File: src/sv/uvs_pkg.sv
`timescale 1ns / 1ps
`default_nettype none

package uvs_pkg;

  localparam int DEPTH_DEF  = 16;
  localparam int DATA_W_DEF = 32;
  localparam int CAP_W      = 5;
  localparam int VALUE_W    = 32;
  localparam int POS_W      = 8;
  localparam int COUNT_W    = 5;

  localparam logic [CAP_W-1:0] CAP_RST = 5'd16;

  typedef enum logic [1:0] {
    OP_PUSH,
    OP_POP,
    OP_READ,
    OP_NOP
  } uvs_op_t;

  typedef enum logic [2:0] {
    ST_OK,
    ST_DUP,
    ST_FULL,
    ST_POP_EMPTY,
    ST_INDEX,
    ST_READ_EMPTY
  } uvs_status_t;

  typedef enum logic [1:0] {
    UVS_IDLE,
    UVS_EVAL,
    UVS_HOLD
  } uvs_state_t;

  typedef struct packed {
    uvs_op_t            opcode;
    logic [VALUE_W-1:0] value;
    logic [POS_W-1:0]   position_in;
  } uvs_in_t;

  typedef struct packed {
    logic [VALUE_W-1:0] data_out;
    uvs_status_t        status;
    logic [COUNT_W-1:0] count;
  } uvs_out_t;

  typedef struct packed {
    logic    look;
    logic    wr;
    uvs_op_t op;
  } uvs_ctl_t;

endpackage

`default_nettype wire

File: src/sv/unique_value_stack_top.sv
`timescale 1ns / 1ps
`default_nettype none

// Channel | Ports                              | Direction | Payload
// input   | in_valid, in_ready, in_data        | in        | uvs_in_t (opcode, value, position_in)
// result  | out_valid, out_ready, out_data     | out       | uvs_out_t (data_out, status, count)
// config  | cfg_valid, cfg_ready, cfg_data     | in        | capacity, 5 bits (always ready)
//
// Each transaction runs as follows: the accept edge latches compare and pick flags
// in every cell, the next cycle reduces them across the row and updates the stack.
// The result is held until taken; the next transaction is accepted in that same cycle,
// so a new transaction is never accepted before the previous result is taken.
// Reset (synchronous) clears every cell to zero, the count to zero and capacity to 16.
// A stalled result blocks the input channel.

module unique_value_stack_top #(
  parameter int DEPTH  = uvs_pkg::DEPTH_DEF,
  parameter int DATA_W = uvs_pkg::DATA_W_DEF
) (
  input  wire logic                       clk,
  input  wire logic                       rst_n,
  input  wire logic                       in_valid,
  output logic                            in_ready,
  input  wire uvs_pkg::uvs_in_t           in_data,
  output logic                            out_valid,
  input  wire logic                       out_ready,
  output uvs_pkg::uvs_out_t               out_data,
  input  wire logic                       cfg_valid,
  output logic                            cfg_ready,
  input  wire logic [uvs_pkg::CAP_W-1:0]  cfg_data
);
  import uvs_pkg::*;

  localparam int CNT_W = $clog2(DEPTH + 1);
  localparam int CW    = (CNT_W > CAP_W) ? CNT_W : CAP_W;
  localparam int PW    = (CNT_W > POS_W) ? CNT_W : POS_W;

  uvs_state_t         state_r, state_nxt;
  logic [CNT_W-1:0]   count_r, count_nxt;
  uvs_out_t           out_r, out_nxt;
  logic [CAP_W-1:0]   cap_r;
  uvs_op_t            op_r;
  logic [DATA_W-1:0]  value_r;
  logic [POS_W-1:0]   pos_r;

  logic               in_fire;
  logic               push_ok;
  uvs_ctl_t           ctl;
  logic [DATA_W-1:0]  in_value;
  logic [CNT_W-1:0]   eff_cap;
  logic [CW-1:0]      cap_w;

  logic [DEPTH-1:0]   dup_vec;
  logic [DEPTH-1:0]   pick_vec;
  logic [DATA_W-1:0]  pick_data [DEPTH];
  logic               dup_any;
  logic [DATA_W-1:0]  picked;

  assign in_value  = DATA_W'(in_data.value);
  assign in_ready  = (state_r == UVS_IDLE) || ((state_r == UVS_HOLD) && out_ready);
  assign in_fire   = in_valid && in_ready;
  assign cfg_ready = 1'b1;
  assign out_valid = (state_r == UVS_HOLD);
  assign out_data  = out_r;

  always_comb begin
    ctl.look = in_fire;
    ctl.wr   = push_ok;
    ctl.op   = in_data.opcode;
  end

  always_comb begin
    cap_w = CW'(cap_r);
    if (cap_w == '0) begin
      eff_cap = CNT_W'(1);
    end else if (cap_w > CW'(DEPTH)) begin
      eff_cap = CNT_W'(DEPTH);
    end else begin
      eff_cap = CNT_W'(cap_w);
    end
  end

  for (genvar k = 0; k < DEPTH; k++) begin : g_cell
    uvs_cell #(
      .DATA_W (DATA_W),
      .CNT_W  (CNT_W),
      .INDEX  (k)
    ) u_cell (
      .clk         (clk),
      .rst_n       (rst_n),
      .ctl         (ctl),
      .cmp_data    (in_value),
      .wr_data     (value_r),
      .count       (count_r),
      .pos         (in_data.position_in),
      .dup_o       (dup_vec[k]),
      .pick_o      (pick_vec[k]),
      .pick_data_o (pick_data[k])
    );
  end

  always_comb begin
    picked = '0;
    for (int k = 0; k < DEPTH; k++) begin
      picked = picked | pick_data[k];
    end
  end

  assign dup_any = |dup_vec;

  always_comb begin
    push_ok   = 1'b0;
    count_nxt = count_r;
    out_nxt   = out_r;
    state_nxt = state_r;
    if (state_r == UVS_EVAL) begin
      out_nxt.data_out = '0;
      out_nxt.status   = ST_OK;
      case (op_r)
        OP_PUSH: begin
          if (dup_any) begin
            out_nxt.status = ST_DUP;
          end else if (count_r >= eff_cap) begin
            out_nxt.status = ST_FULL;
          end else begin
            push_ok   = 1'b1;
            count_nxt = CNT_W'(count_r + CNT_W'(1));
          end
        end
        OP_POP: begin
          if (count_r == '0) begin
            out_nxt.status = ST_POP_EMPTY;
          end else begin
            count_nxt        = CNT_W'(count_r - CNT_W'(1));
            out_nxt.data_out = VALUE_W'(picked);
          end
        end
        OP_READ: begin
          if (PW'(pos_r) >= PW'(eff_cap)) begin
            out_nxt.status = ST_INDEX;
          end else if (count_r == '0) begin
            out_nxt.status = ST_READ_EMPTY;
          end else begin
            out_nxt.data_out = VALUE_W'(picked);
          end
        end
        default: begin
        end
      endcase
      out_nxt.count = COUNT_W'(count_nxt);
    end
    case (state_r)
      UVS_IDLE: begin
        if (in_fire) begin
          state_nxt = UVS_EVAL;
        end
      end
      UVS_EVAL: begin
        state_nxt = UVS_HOLD;
      end
      UVS_HOLD: begin
        if (out_ready) begin
          state_nxt = in_valid ? UVS_EVAL : UVS_IDLE;
        end
      end
      default: begin
        state_nxt = UVS_IDLE;
      end
    endcase
  end

  always_ff @(posedge clk) begin
    if (!rst_n) begin
      state_r <= UVS_IDLE;
      count_r <= '0;
      cap_r   <= CAP_RST;
    end else begin
      state_r <= state_nxt;
      count_r <= count_nxt;
      if (cfg_valid && cfg_ready) begin
        cap_r <= cfg_data;
      end
    end
  end

  always_ff @(posedge clk) begin
    out_r <= out_nxt;
    if (in_fire) begin
      op_r    <= in_data.opcode;
      value_r <= in_value;
      pos_r   <= in_data.position_in;
    end
  end

  a_count_bound : assert property (@(posedge clk) disable iff (!rst_n)
    count_r <= CNT_W'(DEPTH))
    else $error("count exceeds depth");

  a_pick_single : assert property (@(posedge clk) disable iff (!rst_n)
    (state_r == UVS_EVAL) |-> $onehot0(pick_vec))
    else $error("more than one cell picked");

  a_dup_holds_count : assert property (@(posedge clk) disable iff (!rst_n)
    ((state_r == UVS_EVAL) && (op_r == OP_PUSH) && dup_any) |=> (count_r == $past(count_r)))
    else $error("duplicate push changed count");

  a_accept_evals : assert property (@(posedge clk) disable iff (!rst_n)
    in_fire |=> (state_r == UVS_EVAL))
    else $error("accepted transaction not evaluated");

endmodule

`default_nettype wire

File: src/sv/uvs_cell.sv
`timescale 1ns / 1ps
`default_nettype none

module uvs_cell #(
  parameter int DATA_W = 32,
  parameter int CNT_W  = 5,
  parameter int INDEX  = 0
) (
  input  wire logic                       clk,
  input  wire logic                       rst_n,
  input  wire uvs_pkg::uvs_ctl_t          ctl,
  input  wire logic [DATA_W-1:0]          cmp_data,
  input  wire logic [DATA_W-1:0]          wr_data,
  input  wire logic [CNT_W-1:0]           count,
  input  wire logic [uvs_pkg::POS_W-1:0]  pos,
  output logic                            dup_o,
  output logic                            pick_o,
  output logic [DATA_W-1:0]               pick_data_o
);
  import uvs_pkg::*;

  localparam int KW = (CNT_W > POS_W) ? CNT_W : POS_W;
  localparam logic [KW-1:0] K = KW'(INDEX);

  logic [DATA_W-1:0] entry_r;
  logic              dup_r;
  logic              pick_r;
  logic [DATA_W-1:0] pick_data_r;
  logic [KW-1:0]     count_k;
  logic [KW-1:0]     pos_k;
  logic              live;
  logic              sel;

  always_comb begin
    count_k = KW'(count);
    pos_k   = KW'(pos);
    live    = K < count_k;
    sel     = ((ctl.op == OP_READ) && (K == pos_k)) ||
              ((ctl.op == OP_POP) && (count_k != '0) && (K == KW'(count_k - KW'(1))));
  end

  always_ff @(posedge clk) begin
    if (!rst_n) begin
      entry_r     <= '0;
      dup_r       <= 1'b0;
      pick_r      <= 1'b0;
      pick_data_r <= '0;
    end else begin
      if (ctl.wr && (K == count_k)) begin
        entry_r <= wr_data;
      end
      if (ctl.look) begin
        dup_r       <= live && (entry_r == cmp_data);
        pick_r      <= sel;
        pick_data_r <= sel ? entry_r : '0;
      end
    end
  end

  assign dup_o       = dup_r;
  assign pick_o      = pick_r;
  assign pick_data_o = pick_data_r;

endmodule

`default_nettype wire

File: config.mk
export PLATFORM = sky130hd
export DESIGN_NAME = unique_value_stack_top
export DESIGN_NICKNAME = d
export VERILOG_FILES = /design/src/sv/uvs_pkg.sv /design/src/sv/unique_value_stack_top.sv /design/src/sv/uvs_cell.sv
export SDC_FILE = /design/constraint.sdc
export NUM_CORES = 2
export LEC_CHECK = 0
export BUFFER_PORTS_ARGS = -buffer_cell sky130_fd_sc_hd__clkbuf_2
export CORE_MARGIN = 2
export CORE_UTILIZATION = 48
export DETAILED_ROUTE_END_ITERATION = 7
export SYNTH_ARGS = -nofsm -noshare
export SYNTH_HDL_FRONTEND = slang
export SYNTH_HIERARCHICAL = 1
export SYNTH_SLANG_ARGS = --single-unit
export TNS_END_PERCENT = 50
File: constraint.sdc
create_clock -name clk -period 6.5 [get_ports clk]
set_input_delay 1.95 -clock clk [delete_from_list [all_inputs] [get_ports clk]]
set_output_delay 1.95 -clock clk [all_outputs]
set_load 0.005 [all_outputs]
==> flow_summary.toml <==
[outcome]
outcome = "finished, violations left"
violations = "capacitance limit, slew limit"

[timing]
tightestPinTransition_ns = 1.518
finalHoldViolations = 0
rsz0062_at_grt = "false"
post-route-min-period_ns = 4.367
tns_ns = 0
report.final.slew_viol_count = 18
relSlewSlack = -0.01502
period_share = 0.6719
clock.fmax_mhz = 229.0
setup_viol = 0
skew_ns = 0.02602

[floorplanning]
die_w_um = 333.8
start_util = 0.4858
fp.coreArea_mm2 = 0.1075
num_io_pins = 95
die_h_um = 333.8
die_area_mm2 = 0.1114
rows = 120

[routing]
wl_per_cell_um = 31.22
first_pass_iters = 6
drt_wl_total_mm = 225.9
num_vias = 45099
postRouteAntennaNets = 0
drc = 0
first_iter_violations = 6777
vias_per_cell = 6.232

[critical_path]
cp_common_cell = "clkbuf_2"
crit_fanout = 3
critPathTopFamily = "buffers and inverters"
worstPathArrival_ns = 2.42
path_buf_inv = 3
crit_chain = "clkbuf_2 -> inv_1 -> a21oi_1 -> clkbuf_2"
slowest_stage = "a21oi_1"
slowest_delay_ns = 0.20
critPathLaunchType = "input pin"
endpoint_kind = "primary output"
critPathRequiredTime_ns = 4.55
crit_type = "input pin to primary output"

[clocking]
clock_sinks = 1134
cts_inserted_buffers = 119
cts_resized = 0
cts_buffer_depth = 3
postCtsHoldBufs = 0
clock_latency_ns = 0.74
cts_setup_buffers = 0
clock-root-buffer = "clkbuf_16"
cts_tree = "yes"
path_clk_slew_ns = 0.06
htree_levels = 3

[synth]
netlist_area_mm2 = 0.05222
syn_nets = 5857
synth_cells = 5789
avgSynthCellArea_um2 = 9.021
ys_warn_count = 6

[global_routing]
grt_max_degree = 160
met1_usage = 0.5398
grt_pass1_wl_mm = 313.7
met2_usage = 0.5614
grtUsageMet3 = 0.09608
grt_pass1_vias = 40485
busiest_layer = "met2"
track_usage = 0.3939
antenna_found_initial = 24
grt_overflow = 0

[cells_and_area]
drive_gt1_frac = 0.08571
syn2layout_area_growth_pct = 10.18
fin_nets = 5786
final_util = 0.5352

[place]
gpl.final_weighted_congestion = 1.055
dp_hpwl_mm = 149.1
io_buffer_count = 93

[hold_path]
hp-class = "flip-flop to flip-flop"

[power]
p_per_area_mw_per_mm2 = 267.8
peakVddDrop_mv = 0.2000
power_leakage_uw = 0.01860

[flow_run]
drv_cap = 1
-- through the flow --
stage	total power (uW)	hold WS [ns]	setup slack [ns]	std cells	cell area, um2
after floorplan	7848	0.4386	1.342	5789	52220
after CTS	15400	0.4670	2.136	7225	57510
after detailed placement	8353	0.4578	1.890	7000	53430
after global placement	8357	0.4531	1.314	6999	53420
final	15410	0.4648	2.133	7237	57540
after global routing	15710	0.4859	2.035	7228	57520
-- power by group --
| group | switching [uW] | internal [uW] | total, uW |
|---|---|---|---|
| clock network | 2990 | 4180 | 7160 |
| logic | 730 | 347 | 1080 |
| registers | 101 | 7070 | 7170 |
| total | 3820 | 11600 | 15400 |
-- placed cells by master (no fill, tap or decap), types with 6 or more instances in the layout --
cell type	n
a21boi_0	258
a21boi_1	713
a21boi_2	21
a21oi_1	18
a22o_1	32
a31oi_1	8
and2_1	34
buf_12	13
buf_4	91
bufinv_16	9
clkbuf_1	29
clkbuf_16	124
clkbuf_2	92
clkbuf_8	30
clkinv_2	26
dfxtp_1	1047
diode_2	12
edfxtp_1	82
ha_1	16
inv_1	20
mux2i_1	6
nand2_1	1071
nand2b_1	483
nand3_1	520
nand3_2	6
nand4_1	128
nand4b_1	8
nor2_1	29
nor3_1	21
nor4_1	182
nor4_2	11
nor4b_1	24
o21ai_0	22
o22ai_1	6
o31ai_4	6
xnor2_1	348
xor2_1	157
-- worst reg2reg max path, delay by kind of cell (launching register included) --
kind	cells	cell delay (ns)
and+or+nand+nor	8	2.16
DFF	1	0.33
buffers and inverters	2	0.78
AOI/OAI and AO/OA	3	0.66
adders and majority gates	1	0.27
-- per-layer routing --
layer / up-vias / share of wire
met5: - / 0.00042
met4: 12 / 0.068
met3: 521 / 0.11
met2: 2799 / 0.41
met1: 21994 / 0.41
li1: 19773 / -
-- registers in the layout, summed over array words and instances, names as in the netlist --
register	flops
cap_r	5
count_r	5
g_cell.u_cell/dup_o	16
g_cell.u_cell/entry_r	512
g_cell.u_cell/pick_data_o	512
op_r	2
out_data	40
pos_r	8
state_r	2
value_r	32
-- layout make-up --
cell class	instances	area, um2
Tap cell	1403	1755
Sequential cell	1134	23530
Inverter	21	78.83
Clock inverter	42	450.4
Antenna cell	12	30.03
Clock buffer	183	3625
Multi-Input combinational cell	4245	26650
Timing Repair Buffer	197	1419
Fill cell	10024	49970
-- worst paths after layout --
kind,to,cells after the start,slack [ns],start
worst max register to register,g_cell[5].u_cell/entry_r[31]$_SDFFE_PN0P_,14,2.22,cap_r[1]$_SDFFE_PN0P_
worst min-delay path,g_cell[1].u_cell/pick_data_o[2]$_SDFFE_PN0P_,2,0.46,g_cell[1].u_cell/pick_data_o[2]$_SDFFE_PN0P_
worst min register to register,g_cell[1].u_cell/pick_data_o[2]$_SDFFE_PN0P_,2,0.46,g_cell[1].u_cell/pick_data_o[2]$_SDFFE_PN0P_
worst max-delay path,in_ready,4,2.13,out_ready
(Power assumes the default switching activity.)
